**src/hw/rtl/go_back_n_link_endpoint_core_assert.svh**
```systemverilog
// Assertion macros used by the endpoint controller RTL.
`ifndef GO_BACK_N_LINK_ENDPOINT_CORE_ASSERT_SVH
`define GO_BACK_N_LINK_ENDPOINT_CORE_ASSERT_SVH

`ifndef ASSERT_OFF
`define GBN_ASSERT(lbl, prop, msg) \
    lbl: assert property (@(posedge aclk) disable iff (!aresetn) (prop)) else $error(msg);
`define GBN_ASSERT_NEXT(lbl, ante, cons, msg) \
    lbl: assert property (@(posedge aclk) disable iff (!aresetn) (ante) |=> (cons)) \
        else $error(msg);
`else
`define GBN_ASSERT(lbl, prop, msg)
`define GBN_ASSERT_NEXT(lbl, ante, cons, msg)
`endif

`endif

```
**src/hw/rtl/gbn_pkg.sv**
```systemverilog
`default_nettype none

package gbn_pkg;

    localparam int SEQ_BITS     = 3;
    localparam int PAYLOAD_BITS = 32;
    localparam int SEQ_MOD      = 1 << SEQ_BITS;

    localparam int FUNC_BITS   = 2;
    localparam int ACTION_BITS = 3;

    localparam int IN_DATA_W  = ((PAYLOAD_BITS + 2 * SEQ_BITS + 7) / 8) * 8;
    localparam int OUT_DATA_W = ((2 * SEQ_BITS + PAYLOAD_BITS + 1 + 7) / 8) * 8;

    localparam logic [SEQ_BITS-1:0] SEQ_MAX  = '1;
    localparam logic [SEQ_BITS-1:0] SEQ_ONE  = SEQ_BITS'(1);
    localparam logic [SEQ_BITS-1:0] SEQ_ZERO = '0;

    localparam logic [FUNC_BITS-1:0] FUNC_SEND    = 2'd0;
    localparam logic [FUNC_BITS-1:0] FUNC_ARRIVE  = 2'd1;
    localparam logic [FUNC_BITS-1:0] FUNC_CKERR   = 2'd2;
    localparam logic [FUNC_BITS-1:0] FUNC_TIMEOUT = 2'd3;

    localparam logic [ACTION_BITS-1:0] ACT_SEND    = 3'd0;
    localparam logic [ACTION_BITS-1:0] ACT_DELIVER = 3'd1;
    localparam logic [ACTION_BITS-1:0] ACT_STOP    = 3'd2;
    localparam logic [ACTION_BITS-1:0] ACT_NONE    = 3'd3;
    localparam logic [ACTION_BITS-1:0] ACT_FULL    = 3'd4;

    typedef struct packed {
        logic [SEQ_BITS-1:0]     rx_ack;
        logic [SEQ_BITS-1:0]     rx_seq;
        logic [PAYLOAD_BITS-1:0] payload;
        logic [FUNC_BITS-1:0]    func;
    } in_item_t;

    typedef struct packed {
        logic [ACTION_BITS-1:0]  action;
        logic [SEQ_BITS-1:0]     out_seq;
        logic [SEQ_BITS-1:0]     out_ack;
        logic [PAYLOAD_BITS-1:0] out_payload;
        logic                    net_enable;
        logic                    last;
    } res_t;

    // True when a <= b < c on the sequence circle.
    function automatic logic in_window(input logic [SEQ_BITS-1:0] a,
                                       input logic [SEQ_BITS-1:0] b,
                                       input logic [SEQ_BITS-1:0] c);
        in_window = ((a <= b) && (b < c)) || ((c < a) && (a <= b)) ||
                    ((b < c) && (c < a));
    endfunction

endpackage

`default_nettype wire

```
**src/hw/rtl/gbn_ram.sv**
```systemverilog
`default_nettype none

module gbn_ram #(
    parameter int WIDTH = 32,
    parameter int DEPTH = 8
) (
    input  wire logic                     aclk,
    input  wire logic                     we,
    input  wire logic [$clog2(DEPTH)-1:0] waddr,
    input  wire logic [WIDTH-1:0]         wdata,
    input  wire logic [$clog2(DEPTH)-1:0] raddr,
    output logic      [WIDTH-1:0]         rdata
);

    logic [WIDTH-1:0] mem [DEPTH];

    always_ff @(posedge aclk) begin
        if (we) begin
            mem[waddr] <= wdata;
        end
        rdata <= mem[raddr];
    end

endmodule

`default_nettype wire

```
**src/hw/rtl/gbn_ctrl.sv**
```systemverilog
`default_nettype none
`include "go_back_n_link_endpoint_core_assert.svh"

module gbn_ctrl import gbn_pkg::*; (
    input  wire logic     aclk,
    input  wire logic     aresetn,
    input  wire logic     in_valid,
    output logic          in_ready,
    input  wire in_item_t in_item,
    output logic          res_valid,
    input  wire logic     res_ready,
    output res_t          res
);

    localparam logic [2:0] ST_IDLE  = 3'd0;
    localparam logic [2:0] ST_ONE   = 3'd1;
    localparam logic [2:0] ST_STOP  = 3'd2;
    localparam logic [2:0] ST_PRIME = 3'd3;
    localparam logic [2:0] ST_RETX  = 3'd4;

    logic [2:0]          state_reg, state_next;
    logic [SEQ_BITS-1:0] next_reg, next_next;
    logic [SEQ_BITS-1:0] oldest_reg, oldest_next;
    logic [SEQ_BITS-1:0] exp_reg, exp_next;
    logic [SEQ_BITS-1:0] count_reg, count_next;
    logic [SEQ_BITS-1:0] ptr_reg, ptr_next;
    logic [SEQ_BITS-1:0] remain_reg, remain_next;
    logic                net_en_reg, net_en_next;
    res_t                one_reg, one_next;

    logic                    ram_we;
    logic [SEQ_BITS-1:0]     ram_raddr;
    logic [PAYLOAD_BITS-1:0] ram_rdata;

    logic                accept;
    logic                full;
    logic                deliver;
    logic [SEQ_BITS-1:0] n_ret;
    logic [SEQ_BITS-1:0] final_count;
    logic [SEQ_BITS-1:0] send_ack;
    logic [SEQ_BITS-1:0] step;
    logic                take;

    gbn_ram #(
        .WIDTH (PAYLOAD_BITS),
        .DEPTH (SEQ_MOD)
    ) u_ring (
        .aclk  (aclk),
        .we    (ram_we),
        .waddr (next_reg),
        .wdata (in_item.payload),
        .raddr (ram_raddr),
        .rdata (ram_rdata)
    );

    assign in_ready    = (state_reg == ST_IDLE);
    assign accept      = in_valid && in_ready;
    assign full        = (count_reg >= SEQ_MAX);
    assign deliver     = (in_item.rx_seq == exp_reg);
    assign n_ret       = in_window(oldest_reg, in_item.rx_ack, next_reg) ?
                         (in_item.rx_ack - oldest_reg + SEQ_ONE) : SEQ_ZERO;
    assign final_count = count_reg - n_ret;
    assign send_ack    = exp_reg - SEQ_ONE;
    assign step        = ptr_reg + SEQ_ONE;
    assign take        = res_valid && res_ready;

    always_comb begin
        state_next  = state_reg;
        next_next   = next_reg;
        oldest_next = oldest_reg;
        exp_next    = exp_reg;
        count_next  = count_reg;
        ptr_next    = ptr_reg;
        remain_next = remain_reg;
        net_en_next = net_en_reg;
        one_next    = one_reg;
        ram_we      = 1'b0;
        ram_raddr   = ptr_reg;
        res_valid   = 1'b0;
        res         = one_reg;

        case (state_reg)
            ST_IDLE: begin
                if (accept) begin
                    one_next = '{action: ACT_NONE, out_seq: SEQ_ZERO, out_ack: SEQ_ZERO,
                                 out_payload: '0, net_enable: 1'b0, last: 1'b1};
                    net_en_next = (count_reg < SEQ_MAX);
                    remain_next = SEQ_ZERO;
                    ptr_next    = oldest_reg;
                    state_next  = ST_ONE;
                    case (in_item.func)
                        FUNC_SEND: begin
                            if (full) begin
                                one_next.action = ACT_FULL;
                            end else begin
                                ram_we               = 1'b1;
                                one_next.action      = ACT_SEND;
                                one_next.out_seq     = next_reg;
                                one_next.out_ack     = send_ack;
                                one_next.out_payload = in_item.payload;
                                next_next            = next_reg + SEQ_ONE;
                                count_next           = count_reg + SEQ_ONE;
                                net_en_next          = ((count_reg + SEQ_ONE) < SEQ_MAX);
                            end
                        end
                        FUNC_ARRIVE: begin
                            remain_next = n_ret;
                            count_next  = final_count;
                            net_en_next = (final_count < SEQ_MAX);
                            if (n_ret != SEQ_ZERO) begin
                                oldest_next = in_item.rx_ack + SEQ_ONE;
                            end
                            if (deliver) begin
                                one_next.action      = ACT_DELIVER;
                                one_next.out_payload = in_item.payload;
                                one_next.last        = (n_ret == SEQ_ZERO);
                                exp_next             = exp_reg + SEQ_ONE;
                            end else if (n_ret != SEQ_ZERO) begin
                                state_next = ST_STOP;
                            end
                        end
                        FUNC_TIMEOUT: begin
                            if (count_reg != SEQ_ZERO) begin
                                remain_next = count_reg;
                                state_next  = ST_PRIME;
                            end
                        end
                        default: begin
                        end
                    endcase
                end
            end
            ST_ONE: begin
                res_valid = 1'b1;
                if (take) begin
                    state_next = (remain_reg != SEQ_ZERO) ? ST_STOP : ST_IDLE;
                end
            end
            ST_STOP: begin
                res_valid = 1'b1;
                res = '{action: ACT_STOP, out_seq: ptr_reg, out_ack: SEQ_ZERO,
                        out_payload: '0, net_enable: 1'b0, last: (remain_reg == SEQ_ONE)};
                if (take) begin
                    ptr_next    = step;
                    remain_next = remain_reg - SEQ_ONE;
                    state_next  = (remain_reg == SEQ_ONE) ? ST_IDLE : ST_STOP;
                end
            end
            ST_PRIME: begin
                state_next = ST_RETX;
            end
            ST_RETX: begin
                res_valid = 1'b1;
                res = '{action: ACT_SEND, out_seq: ptr_reg, out_ack: send_ack,
                        out_payload: ram_rdata, net_enable: 1'b0,
                        last: (remain_reg == SEQ_ONE)};
                if (take) begin
                    ram_raddr   = step;
                    ptr_next    = step;
                    remain_next = remain_reg - SEQ_ONE;
                    state_next  = (remain_reg == SEQ_ONE) ? ST_IDLE : ST_RETX;
                end
            end
            default: begin
                state_next = ST_IDLE;
            end
        endcase

        res.net_enable = net_en_reg;
    end

    always_ff @(posedge aclk) begin
        if (!aresetn) begin
            state_reg  <= ST_IDLE;
            next_reg   <= '0;
            oldest_reg <= '0;
            exp_reg    <= '0;
            count_reg  <= '0;
            ptr_reg    <= '0;
            remain_reg <= '0;
        end else begin
            state_reg  <= state_next;
            next_reg   <= next_next;
            oldest_reg <= oldest_next;
            exp_reg    <= exp_next;
            count_reg  <= count_next;
            ptr_reg    <= ptr_next;
            remain_reg <= remain_next;
        end
    end

    always_ff @(posedge aclk) begin
        net_en_reg <= net_en_next;
        one_reg    <= one_next;
    end

    `GBN_ASSERT(a_count_matches_window, count_reg == SEQ_BITS'(next_reg - oldest_reg), "outstanding count disagrees with window")
    `GBN_ASSERT_NEXT(a_last_returns_idle, take && res.last, state_reg == ST_IDLE, "sequencer did not return to idle after the last item")
    `GBN_ASSERT(a_loop_has_work, !((state_reg == ST_STOP || state_reg == ST_RETX || state_reg == ST_PRIME) && remain_reg == SEQ_ZERO), "loop state with nothing left to emit")

endmodule

`default_nettype wire

```
**src/hw/rtl/go_back_n_link_endpoint_core.sv**
```systemverilog
// Channel  Direction  tuser          tdata                                      tlast
// s_       in         func           payload, rx_seq, rx_ack                    -
// m_       out        action         out_seq, out_ack, out_payload, net_enable  last
//
// An item is taken while idle; its results follow, one per cycle unless m_tready stalls them.
// A packet, checksum error or arrival goes straight to its results; a timeout that resends
// first passes a prime state for the registered read of the send ring. An arrival can
// deliver and retire up to seven frames, and a timeout can resend up to seven.
// Reset clears the sequence counters; the send ring is not cleared and needs no clearing pass.
// While m_tready is low the output register holds its item and the sequencer waits with the
// next one; once the last result of an item is in the output register a new item is taken.
`default_nettype none

module go_back_n_link_endpoint_core import gbn_pkg::*; (
    input  wire logic                   aclk,
    input  wire logic                   aresetn,
    input  wire logic                   s_tvalid,
    output logic                        s_tready,
    input  wire logic [IN_DATA_W-1:0]   s_tdata,   // payload, rx_seq, rx_ack, zero fill
    input  wire logic [FUNC_BITS-1:0]   s_tuser,   // func
    output logic                        m_tvalid,
    input  wire logic                   m_tready,
    output logic      [OUT_DATA_W-1:0]  m_tdata,   // out_seq, out_ack, out_payload, net_enable
    output logic      [ACTION_BITS-1:0] m_tuser,   // action
    output logic                        m_tlast
);

    in_item_t in_item;
    res_t     res;
    logic     res_valid;
    logic     res_ready;
    logic     m_valid_reg;
    res_t     m_res_reg;

    assign in_item.func    = s_tuser;
    assign in_item.payload = s_tdata[PAYLOAD_BITS-1:0];
    assign in_item.rx_seq  = s_tdata[PAYLOAD_BITS +: SEQ_BITS];
    assign in_item.rx_ack  = s_tdata[PAYLOAD_BITS + SEQ_BITS +: SEQ_BITS];

    gbn_ctrl u_ctrl (
        .aclk      (aclk),
        .aresetn   (aresetn),
        .in_valid  (s_tvalid),
        .in_ready  (s_tready),
        .in_item   (in_item),
        .res_valid (res_valid),
        .res_ready (res_ready),
        .res       (res)
    );

    assign res_ready = !m_valid_reg || m_tready;

    always_ff @(posedge aclk) begin
        if (!aresetn) begin
            m_valid_reg <= 1'b0;
        end else if (res_ready) begin
            m_valid_reg <= res_valid;
        end
    end

    always_ff @(posedge aclk) begin
        if (res_valid && res_ready) begin
            m_res_reg <= res;
        end
    end

    always_comb begin
        m_tdata = '0;
        m_tdata[SEQ_BITS-1:0]                    = m_res_reg.out_seq;
        m_tdata[SEQ_BITS +: SEQ_BITS]            = m_res_reg.out_ack;
        m_tdata[2 * SEQ_BITS +: PAYLOAD_BITS]    = m_res_reg.out_payload;
        m_tdata[2 * SEQ_BITS + PAYLOAD_BITS]     = m_res_reg.net_enable;
    end

    assign m_tvalid = m_valid_reg;
    assign m_tuser  = m_res_reg.action;
    assign m_tlast  = m_res_reg.last;

endmodule

`default_nettype wire
```
**config.mk**
```make
export PLATFORM = sky130hd
export DESIGN_NAME = go_back_n_link_endpoint_core
export DESIGN_NICKNAME = d
export VERILOG_FILES = /design/src/hw/rtl/gbn_pkg.sv /design/src/hw/rtl/gbn_ram.sv /design/src/hw/rtl/gbn_ctrl.sv /design/src/hw/rtl/go_back_n_link_endpoint_core.sv
export VERILOG_INCLUDE_DIRS = /design/src /design/src/hw/rtl
export SDC_FILE = /design/constraint.sdc
export NUM_CORES = 1
export LEC_CHECK = 0
export ABC_AREA = 0
export BUFFER_PORTS_ARGS = -buffer_cell sky130_fd_sc_hd__buf_2
export CAP_MARGIN = 20
export CORE_MARGIN = 1.5
export CORE_UTILIZATION = 55
export DETAILED_ROUTE_END_ITERATION = 16
export PLACE_DENSITY = 0.7
export SYNTH_ARGS = -nofsm -noshare
export SYNTH_HDL_FRONTEND = slang
export SYNTH_SLANG_ARGS = --single-unit
```
**constraint.sdc**
```tcl
create_clock -name aclk -period 6.4 [get_ports aclk]
set_clock_uncertainty 0.15 [all_clocks]
set_input_delay 0 -clock aclk [delete_from_list [all_inputs] [get_ports aclk]]
set_output_delay 0 -clock aclk [all_outputs]
set_load 0.05 [all_outputs]
```
==> results.sh, run 1 <==
export IMPL_whs_path_depth=6
export IMPL_setup_viol_count_final=0
export IMPL_hold_path_class="input port to flip-flop"
export IMPL_numCtsBuffers=40
export IMPL_hpwl_mm=17.7
export IMPL_wire_per_inst_um=21.4
export IMPL_yosysTopAreaCell="edfxtp_1"
export IMPL_ys_seq_area_share_pct=71.1
export IMPL_grt_use_total_pct=23.2
export IMPL_switching_power_w=0.00186
export IMPL_grt_overflow=0
export IMPL_finalNonFillerCells=1603
export IMPL_start_util_pct=55.7
export IMPL_max_freq_mhz=267
export IMPL_crit_path_start_kind="flip-flop"
export IMPL_required_ns=6.52
export IMPL_finalMaxSlewViolations=0
export IMPL_cp_slowest_stage_delay_ns=0.49
export IMPL_worst_r2r_startpoint="u_ctrl.next_reg[2]$_SDFFE_PN0P_"
export IMPL_chipHeight_um=173
export IMPL_min_period_ns=3.74
export IMPL_io_buffers=88
export IMPL_die_area_mm2=0.0300
export IMPL_ys_ff_latch=396
export IMPL_firstDrtPassIters=5
export IMPL_tns_ns=0
export IMPL_finalHoldViolCount=0
export IMPL_synthAdderAreaFrac_pct=1.77
export IMPL_drt_iter0_drc=672
export IMPL_drive_above_1_share_pct=17.9
export IMPL_drc_errors=0
export IMPL_syn_to_final_growth_pct=16.8
export IMPL_netlist_area_mm2=0.0160
export IMPL_p_sw_share_pct=28.0
export IMPL_synth_compound_area_share_pct=12.5
export IMPL_grt_pass1_wl_mm=53.9
export IMPL_worst_hold_path_endpoint="u_ctrl.exp_reg[0]$_SDFFE_PN0P_"
export IMPL_yosys_warnings=0
export IMPL_grt_start_max_net_pins=97
export IMPL_placementRows=62
export IMPL_synth_xor_area_share_pct=0.800
export IMPL_grt_setup_unrepaired="false"
export IMPL_power_frac_seq_pct=47.5
export IMPL_grt_pass1_vias=9698
export IMPL_wl_mm=34.3
export IMPL_boundaryPins=92
export IMPL_cts_tree="done"
export IMPL_yosys_top_cells_area="edfxtp_1, dfxtp_1, a211oi_1"
export IMPL_maxSlewHeadroom_pct=36.8
export IMPL_end_kind="flip-flop"
export IMPL_synthSimpleGateAreaFrac_pct=8.74
export IMPL_cts_setup_buffers=0
export IMPL_synth_main_ff_cell="edfxtp_1"
export IMPL_cts_buffer_depth=3
export IMPL_peakVddDrop_uv=277
export IMPL_r2r_slack_ns=2.66
export IMPL_critPathSlowestCell="dfxtp_1"
export IMPL_fin_crit_sh_pct=58.4
export IMPL_largest_register_ffs=256
export IMPL_clk_pin_slew_ns=0.06
export IMPL_syn_instance_count=1056
export IMPL_holdBufCountCts=49
export IMPL_synth_edff_count=342
export IMPL_powerDensity_mw_per_mm2=357
export IMPL_pwr_share_comb_pct=18.8
export IMPL_power_leakage_nw=6.42
export IMPL_cp_cell_sequence="inv_1 -> ha_1 -> a21o_1 -> a31oi_1 -> a221o_1 -> and3_1 -> ha_1 -> inv_1 -> fa_1 -> nor3b_1 -> nand2_1 -> a211oi_1 -> nor3_1"
export IMPL_final_nets=1254
export IMPL_run_status="finished, final reports clean"
export IMPL_post_cts_resized=0
export IMPL_cp_max_fo=6
export IMPL_ant_nets=0
export IMPL_h_tree_depth=2
export IMPL_place_gp_congestion=0.827
export IMPL_synth_top_family_by_area="compound AO/OA/AOI/OAI gates"
export IMPL_clkPwrFrac_pct=33.8
export IMPL_critPathKind="flip-flop to flip-flop"
export IMPL_synthMuxAreaShare_pct=2.32
export IMPL_synth_top_cell_area_share_pct=64.4
export IMPL_reg2regPathDepth=13
export IMPL_synth_fp_nets=1124
export IMPL_power_internal_w=0.00480
export IMPL_drv_cap=0
export IMPL_fp_dieW_um=173
export IMPL_reg2reg_to="u_ctrl.net_en_reg$_DFFE_PP_"
export IMPL_synth_avg_cell_area_um2=15.1
export IMPL_vias=9611
export IMPL_worst_slew_pin_slew_ns=0.944
export IMPL_post_place_cells=1479
export IMPL_crit_arrival_ns=3.85
export IMPL_synthArstFlopShare_pct=0
export IMPL_via_per_inst=6.00
export IMPL_root_buffer="clkbuf_16"
export IMPL_clock_sinks=396
export IMPL_coreArea_mm2=0.0286
export IMPL_ys_types=59
export IMPL_insertion_delay_ns=0.53
export IMPL_hp_start="s_tdata[32]"
export IMPL_antenna_found_initial=1
synthesized netlist by cell type (4+ instances only):
cell and n:
a2111oi_1 4, a2111oi_2 28, a211oi_1 106, a21oi_1 17, a22o_1 33, a31oi_1 5, and2_1 39, and3_1 100
buf_2 12, clkbuf_1 49, dfxtp_1 54, edfxtp_1 342, ha_1 21, inv_1 29, mux2i_1 37, nand2_1 35
nand2b_1 8, nand3_1 8, nor2_1 26, nor3_1 8, nor4_1 5, o21ai_0 16, or3_1 5, xnor2_1 5
xor2_1 7
logic make-up (layout without fill, tap and decap cells):
family,after synthesis,count (layout)
fa+ha+maj,22,22
mux,37,37
other cells,1,2
buf+inv,100,262
flops,396,396
compound gates,238,238
xor+xnor,13,13
simple gates,249,249
per-stage QoR:
stage / setup slack (ns) / total power [W] / hold slack [ns] / utilization (%) / instance area (um^2)
after floorplan: 0.378 / 0.00411 / -0.0511 / - / 16000
after global placement: 2.71 / 0.00442 / 0.129 / 58.9 / 16900
after detailed placement: 2.68 / 0.00444 / 0.133 / 58.9 / 16900
after CTS: 2.66 / 0.00670 / 0.00457 / 65.1 / 18600
after global routing: 2.36 / 0.00691 / 0.0940 / 65.1 / 18600
final: 2.66 / 0.00666 / 0.0234 / 65.1 / 18600
critical path, delay by kind of cell, from the launching register on:
family                     cells  cell delay [ns]
buffers and inverters          2             0.21
adders and majority gates      3             0.97
AOI/OAI and AO/OA              4             0.98
and+or+nand+nor                4             0.67
DFF                            1             0.49
worst max path at each step:
stage                                     startpoint                                end  slack, ns  cells past startpoint
floorplan           u_ctrl.state_reg[1]$_SDFFE_PN0P_  u_ctrl.u_ring.mem[3][0]$_DFFE_PP_       0.38                      7
global placement    u_ctrl.state_reg[2]$_SDFFE_PN0P_     u_ctrl.u_ring.rdata[9]$_DFF_P_       2.71                      6
detailed placement   u_ctrl.next_reg[2]$_SDFFE_PN0P_        u_ctrl.net_en_reg$_DFFE_PP_       2.68                     13
CTS                  u_ctrl.next_reg[2]$_SDFFE_PN0P_        u_ctrl.net_en_reg$_DFFE_PP_       2.66                     13
global route         u_ctrl.next_reg[2]$_SDFFE_PN0P_        u_ctrl.net_en_reg$_DFFE_PP_       2.36                     13
finish               u_ctrl.next_reg[2]$_SDFFE_PN0P_        u_ctrl.net_en_reg$_DFFE_PP_       2.66                     13
final cells by class:
type	count	area, um^2
Timing Repair Buffer	159	1100
Inverter	29	109
Clock inverter	15	131
Fill cell	2068	9990
Tap cell	384	480
Multi-Input combinational cell	560	4310
Clock buffer	59	1150
Sequential cell	396	11400
Antenna cell	1	2.50
routing by layer:
metal	up-vias	global-route usage, %	share of wire (%)
li1	4412	-	-
met1	4821	30.0	42
met2	310	40.3	50
met3	68	3.62	5.4
met4	0	7.79	2.3
met5	-	0	0
layout by cell type (no fill, tap or decap), drive strengths merged, types with 3 or more instances in the layout:
cell type,count
a2111oi,33
a211oi,106
a21oi,17
a22o,33
a31oi,5
and2,39
and3,100
buf,110
clkbuf,59
clkinv,12
dfxtp,54
dlygate4sd3,49
edfxtp,342
ha,21
inv,29
mux2i,37
nand2,36
nand2b,8
nand3,8
nand4,3
nor2,26
nor2b,3
nor3,8
nor4,5
o21ai,17
o22ai,3
o311a,3
or2,3
or3,5
xnor2,5
xor2,7
power groups by stage:
| stage | Sequential, W | Combinational, W | Clock (W) |
|---|---|---|---|
| final | 0.00316 | 0.00125 | 0.00225 |
| after global routing | 0.00318 | 0.00134 | 0.00239 |
| after CTS | 0.00316 | 0.00125 | 0.00229 |
| after detailed placement | 0.00321 | 0.00123 | 0 |
| after global placement | 0.00320 | 0.00121 | 0 |
| after floorplan | 0.00346 | 0.000651 | 0 |
(Power assumes the default switching activity.)
==> run 2, diff against run 1 <==
--- a/config.mk
+++ b/config.mk
@@ -12,7 +12,7 @@
 export CORE_MARGIN = 1.5
 export CORE_UTILIZATION = 55
 export DETAILED_ROUTE_END_ITERATION = 16
-export PLACE_DENSITY = 0.7
+export PLACE_DENSITY = 0.73
 export SYNTH_ARGS = -nofsm -noshare
 export SYNTH_HDL_FRONTEND = slang
 export SYNTH_SLANG_ARGS = --single-unit
==> constraint.sdc (replaced) <==
create_clock -name aclk -period 3.11 [get_ports aclk]
set_clock_uncertainty 0.15 [all_clocks]
set_input_delay 0 -clock aclk [delete_from_list [all_inputs] [get_ports aclk]]
set_output_delay 0 -clock aclk [all_outputs]
set_load 0.05 [all_outputs]
==> run 2 against run 1 <==
  * Sequential power grew 110%
  * Sequential cell count unchanged
  * Largest power group unchanged
  * Combinational power increased by 120%
  * First-iteration DRC count shrank 2.5%
  * Non-clock buffer count rose by 34
  * Fmax up 27%
  * Global-route usage rose by 0.56 points
  * Clock-buffer cell count unchanged
  * Register-to-register slack got worse by 2.5 ns
==> results.sh, run 2 (synthesis results as in run 1) <==
export IMPL_cts_tree="done"
export IMPL_firstDrtPassIters=5
export IMPL_peakVddDrop_uv=577
export IMPL_largest_register_ffs=256
export IMPL_run_status="finished, final reports clean"
export IMPL_place_gp_congestion=0.861
export IMPL_final_util_pct=67.0
export IMPL_boundaryPins=92
export IMPL_finalMaxSlewViolations=0
export IMPL_cts_setup_buffers=0
export IMPL_drive_above_1_share_pct=21.1
export IMPL_antennaDiodeCount=0
export IMPL_grt_pass1_vias=9985
export IMPL_cts_buffer_depth=3
export IMPL_hold_path_class="input port to flip-flop"
export IMPL_coreArea_mm2=0.0286
export IMPL_antenna_found_initial=0
export IMPL_end_kind="flip-flop"
export IMPL_fin_crit_sh_pct=95.0
export IMPL_grt_use_total_pct=23.8
export IMPL_h_tree_depth=2
export IMPL_grt_pass1_wl_mm=55.4
export IMPL_vias=9804
export IMPL_placementRows=62
export IMPL_final_common_cell="edfxtp_1"
export IMPL_wire_per_inst_um=21.3
export IMPL_power_leakage_nw=6.64
export IMPL_fp_dieW_um=173
export IMPL_fillers=1959
export IMPL_worst_slew_pin_slew_ns=0.964
export IMPL_drv_cap=0
export IMPL_grt_start_max_net_pins=97
export IMPL_grt_setup_unrepaired="true"
export IMPL_crit_arrival_ns=3.09
export IMPL_start_util_pct=55.7
export IMPL_grt_overflow=0
export IMPL_critPathSlowestCell="fa_1"
export IMPL_crit_buf_inv=2
export IMPL_cp_slowest_stage_delay_ns=0.50
export IMPL_final_nets=1289
export IMPL_wl_mm=34.9
export IMPL_ant_nets=0
export IMPL_required_ns=3.25
export IMPL_chipHeight_um=173
export IMPL_via_per_inst=5.99
export IMPL_drt_iter0_drc=655
export IMPL_insertion_delay_ns=0.54
export IMPL_clk_pin_slew_ns=0.06
export IMPL_cp_max_fo=4
export IMPL_maxSlewHeadroom_pct=35.5
export IMPL_numCtsBuffers=41
export IMPL_root_buffer="clkbuf_16"
export IMPL_setup_viol_count_final=0
export IMPL_max_freq_mhz=338
export IMPL_powerDensity_mw_per_mm2=725
export IMPL_syn_to_final_growth_pct=20.2
export IMPL_final_cell_mix="edfxtp_1, a211oi_1, and3_1"
export IMPL_io_buffers=88
export IMPL_critPathKind="flip-flop to flip-flop"
export IMPL_hpwl_mm=19.6
export IMPL_timing_hold_ws_ns=0.0163
export IMPL_clock_sinks=396
export IMPL_cp_top_family="adder cells"
export IMPL_drc_errors=0
export IMPL_die_area_mm2=0.0300
export IMPL_total_power_w=0.0139
export IMPL_finalHoldViolCount=0
export IMPL_crit_path_start_kind="flip-flop"
export IMPL_cp_cell_sequence="inv_2 -> ha_4 -> a21o_1 -> a31oi_4 -> a221o_1 -> and3_1 -> ha_1 -> inv_1 -> fa_1 -> nor3b_2 -> nand2_1 -> a211oi_2 -> nor3_1"
export IMPL_min_period_ns=2.95
==> run 2: layout make-up <==
class / instances / area (um^2) / share of cell area (%)
clock buffer: 59 / 1120 / 5.86
clock inverter: 16 / 155 / 0.809
multi-input combinational: 560 / 4400 / 22.9
timing repair buffer: 193 / 1560 / 8.13
tap: 384 / 480 / 2.50
inverter: 29 / 109 / 0.568
sequential: 396 / 11400 / 59.2
==> run 2: repair_timing <==
action / CTS / global route
hold endpoints to repair: 308 / 0
setup endpoints to repair: 1 / 17
gates resized for setup: 3 / 10
pin swaps: 0 / 1
hold buffers: 47 / 0
==> run 2: metrics by stage <==
stage,TNS [ns],cell area [um^2],setup slack [ns],std cells
after floorplan,-52.40,16000,-0.525,1056
after CTS,0,19100,0.0290,1637
after global routing,-0.0108,19200,-0.0108,1637
after global placement,0,17400,0.0201,1515
after detailed placement,-0.0785,17400,-0.0785,1515
final,0,19200,0.155,1637
==> run 2: worst paths after layout <==
| kind | from | endpoint | slack [ns] | cells past startpoint |
|---|---|---|---|---|
| worst max register to register | u_ctrl.next_reg[2]$_SDFFE_PN0P_ | u_ctrl.net_en_reg$_DFFE_PP_ | 0.16 | 13 |
| worst min-delay path | s_tdata[33] | u_ctrl.one_reg[0]$_SDFFCE_PN1P_ | 0.02 | 5 |
| worst max-delay path | u_ctrl.next_reg[2]$_SDFFE_PN0P_ | u_ctrl.net_en_reg$_DFFE_PP_ | 0.16 | 13 |
| worst min register to register | u_ctrl.net_en_reg$_DFFE_PP_ | m_tdata[38]$_DFFE_PP_ | 0.28 | 0 |
==> run 2: worst reg2reg max path, cell delays in order (launching register included) <==
cell	delay [ns]
dfxtp_2	0.37
inv_2	0.07
ha_4	0.23
a21o_1	0.18
a31oi_4	0.17
a221o_1	0.19
and3_1	0.17
ha_1	0.14
inv_1	0.05
fa_1	0.50
nor3b_2	0.18
nand2_1	0.09
a211oi_2	0.15
nor3_1	0.07
==> run 2: per-layer routing <==
metal / GRT usage, % / part of all wire (%) / up-vias
li1: - / - / 4492
met1: 32.1 / 43 / 4885
met2: 38.3 / 48 / 342
met3: 4.28 / 6.1 / 85
met4: 9.53 / 3.1 / 0
met5: 1.76 / 0 / -
==> run 2: where the power goes <==
part	switching, W	internal [W]	total (W)
combinational	0.00185	0.000923	0.00277
sequential	0.000154	0.00634	0.00650
clock	0.00195	0.00270	0.00464
==> run 3, diff against run 2 <==
==> constraint.sdc (replaced) <==
create_clock -name aclk -period 3.11 [get_ports aclk]
set_clock_uncertainty 0.15 [all_clocks]
set_input_delay 0 -clock aclk [delete_from_list [all_inputs] [get_ports aclk]]
set_output_delay 0 -clock aclk [all_outputs]
set_load 0.01 [all_outputs]
==> run 3 against run 2 <==
  * Global-route usage decreased by 0.19 points
  * Clock power about the same
  * First-iteration DRC count increased by 27%
  * Highest routed layer unchanged
  * Utilization about the same
  * Critical path depth unchanged
  * Largest power group unchanged
  * Die area unchanged
  * Register-to-register slack got worse by 0.06 ns
==> results.sh, run 3 (synthesis results as in run 1) <==
export IMPL_critPathSlowestCell="fa_1"
export IMPL_chipHeight_um=173
export IMPL_drt_iter0_drc=833
export IMPL_layout_setup_ws_ns=0.0940
export IMPL_crit_arrival_ns=3.15
export IMPL_cp_cell_sequence="inv_1 -> ha_4 -> a21o_1 -> a31oi_4 -> a221o_1 -> and3_1 -> ha_1 -> inv_1 -> fa_1 -> nor3b_2 -> nand2_1 -> a211oi_2 -> nor3_1"
export IMPL_postPlaceCellArea_mm2=0.0173
export IMPL_r2r_slack_ns=0.09
export IMPL_final_cell_mix="edfxtp_1, a211oi_1, and3_1"
export IMPL_via_per_inst=6.01
export IMPL_io_buffers=88
export IMPL_finalMaxSlewViolations=0
export IMPL_root_buffer="clkbuf_16"
export IMPL_cts_tree="done"
export IMPL_total_power_w=0.0134
export IMPL_power_leakage_nw=6.64
export IMPL_antenna_found_initial=0
export IMPL_whs_path_depth=2
export IMPL_worst_hold_path_endpoint="u_ctrl.u_ring.mem[7][22]$_DFFE_PP_"
export IMPL_reg2regPathDepth=13
export IMPL_clock_sinks=396
export IMPL_required_ns=3.24
export IMPL_h_tree_depth=2
export IMPL_max_freq_mhz=332
export IMPL_wl_mm=35.6
export IMPL_grt_overflow=0
export IMPL_finalNonFillerCells=1636
export IMPL_drive_above_1_share_pct=21.2
export IMPL_wire_per_inst_um=21.7
export IMPL_min_period_ns=3.02
export IMPL_fillers=1980
export IMPL_cp_slowest_stage_delay_ns=0.49
export IMPL_numCtsBuffers=40
export IMPL_peakVddDrop_uv=502
export IMPL_regArea_mm2=0.0114
export IMPL_firstDrtPassIters=5
export IMPL_critPathKind="flip-flop to flip-flop"
export IMPL_drv_cap=0
export IMPL_ant_nets=0
export IMPL_cts_buffer_depth=3
export IMPL_vias=9833
export IMPL_worst_r2r_startpoint="u_ctrl.oldest_reg[2]$_SDFFE_PN0P_"
export IMPL_final_nets=1289
export IMPL_grt_pass1_wl_mm=54.9
export IMPL_die_area_mm2=0.0300
export IMPL_path_common_cell="inv_1"
export IMPL_coreArea_mm2=0.0286
export IMPL_place_gp_congestion=0.875
export IMPL_hold_path_class="input port to flip-flop"
export IMPL_largest_register_ffs=256
export IMPL_fin_crit_sh_pct=97.0
export IMPL_final_cell_area_mm2=0.0192
export IMPL_start_util_pct=55.7
export IMPL_cp_max_fo=3
export IMPL_post_place_cells=1512
export IMPL_grt_pass1_vias=9791
export IMPL_crit_path_start_kind="flip-flop"
export IMPL_insertion_delay_ns=0.53
export IMPL_place_ws_ns=-0.0433
export IMPL_hp_start="s_tdata[22]"
export IMPL_final_common_cell="edfxtp_1"
export IMPL_placementRows=62
export IMPL_worst_slew_pin_slew_ns=0.912
export IMPL_clk_pin_slew_ns=0.06
export IMPL_syn_to_final_growth_pct=20.2
export IMPL_multi_input_comb_area_mm2=0.00439
export IMPL_boundaryPins=92
export IMPL_end_kind="flip-flop"
export IMPL_fp_dieW_um=173
export IMPL_drc_errors=0
export IMPL_powerDensity_mw_per_mm2=698
export IMPL_reg2reg_to="u_ctrl.net_en_reg$_DFFE_PP_"
export IMPL_tns_ns=0
export IMPL_maxSlewHeadroom_pct=39.2
export IMPL_finalHoldViolCount=0
export IMPL_grt_start_max_net_pins=97
export IMPL_worstSetupStartpoint="u_ctrl.oldest_reg[2]$_SDFFE_PN0P_"
export IMPL_hpwl_mm=19.0
export IMPL_run_status="finished, final reports clean"
export IMPL_setup_viol_count_final=0
export IMPL_grt_use_total_pct=23.6
[run 3: cell types whose count changed in the layout (fill, tap and decap cells not counted), sizes merged]
cell / before / now
buf: 146 / 145
clkinv: 11 / 12
clkbuf: 59 / 56
dlygate4sd3: 47 / 49
clkinvlp: 2 / 1
diode: 0 / 1
[run 3: through the flow]
step           utilization, %  hold WS (ns)
2_1_floorplan               -       -0.0511
3_3_place_gp             60.5         0.123
3_5_place_dp             60.5         0.126
4_1_cts                  66.7         0.125
5_1_grt                  67.0         0.161
6_report                 67.0         0.130
[run 3: area by class of cell]
type                    instances  share of cell area [%]
inverters                      29                   0.568
multi-input cells             560                    22.9
diodes                          1                  0.0130
clock buffers                  56                    5.85
clock inverters                16                   0.750
repair buffers                194                    8.20
well taps                     384                    2.51
flip-flops and latches        396                    59.2
[run 3: report_power, final]
group	internal (W)	leakage [nW]	switching, W	total, W
registers	0.00634	3.58	0.000147	0.00649
clock network	0.00270	0.618	0.00193	0.00462
logic	0.000901	2.45	0.00138	0.00228
[run 3: critical path, delay by kind of cell, from the launching register on]
family / cells / cell delay [ns]
AOI/OAI and AO/OA: 4 / 0.71
adders and majority gates: 3 / 0.89
DFF: 1 / 0.35
buffers and inverters: 2 / 0.13
and+or+nand+nor: 4 / 0.53
[run 3: metal layers]
layer	up-vias	part of all wire (%)	GRT usage (%)
li1	4495	-	-
met1	4953	43	32.3
met2	328	49	39.5
met3	57	6.0	3.31
met4	0	2.1	7.39
met5	-	0	0
[run 3: repair_timing]
| item | 4_1_cts | 5_1_grt |
|---|---|---|
| buffers inserted | 0 | 2 |
| endpoints found under the setup margin | 1 | 4 |
| gates cloned | 0 | 0 |
| pin swaps | 0 | 1 |
| hold buffers | 49 | 0 |
| endpoints found under the hold margin | 308 | 0 |
| resized for setup | 2 | 12 |
[run 3: worst max path at each step]
stage               slack [ns]  cells past startpoint                           endpoint
floorplan                -0.52                      6  u_ctrl.u_ring.mem[2][0]$_DFFE_PP_
global placement          0.02                     13        u_ctrl.net_en_reg$_DFFE_PP_
detailed placement       -0.04                     13        u_ctrl.net_en_reg$_DFFE_PP_
CTS                       0.03                     13        u_ctrl.net_en_reg$_DFFE_PP_
global route             -0.07                     13        u_ctrl.net_en_reg$_DFFE_PP_
finish                    0.09                     13        u_ctrl.net_en_reg$_DFFE_PP_
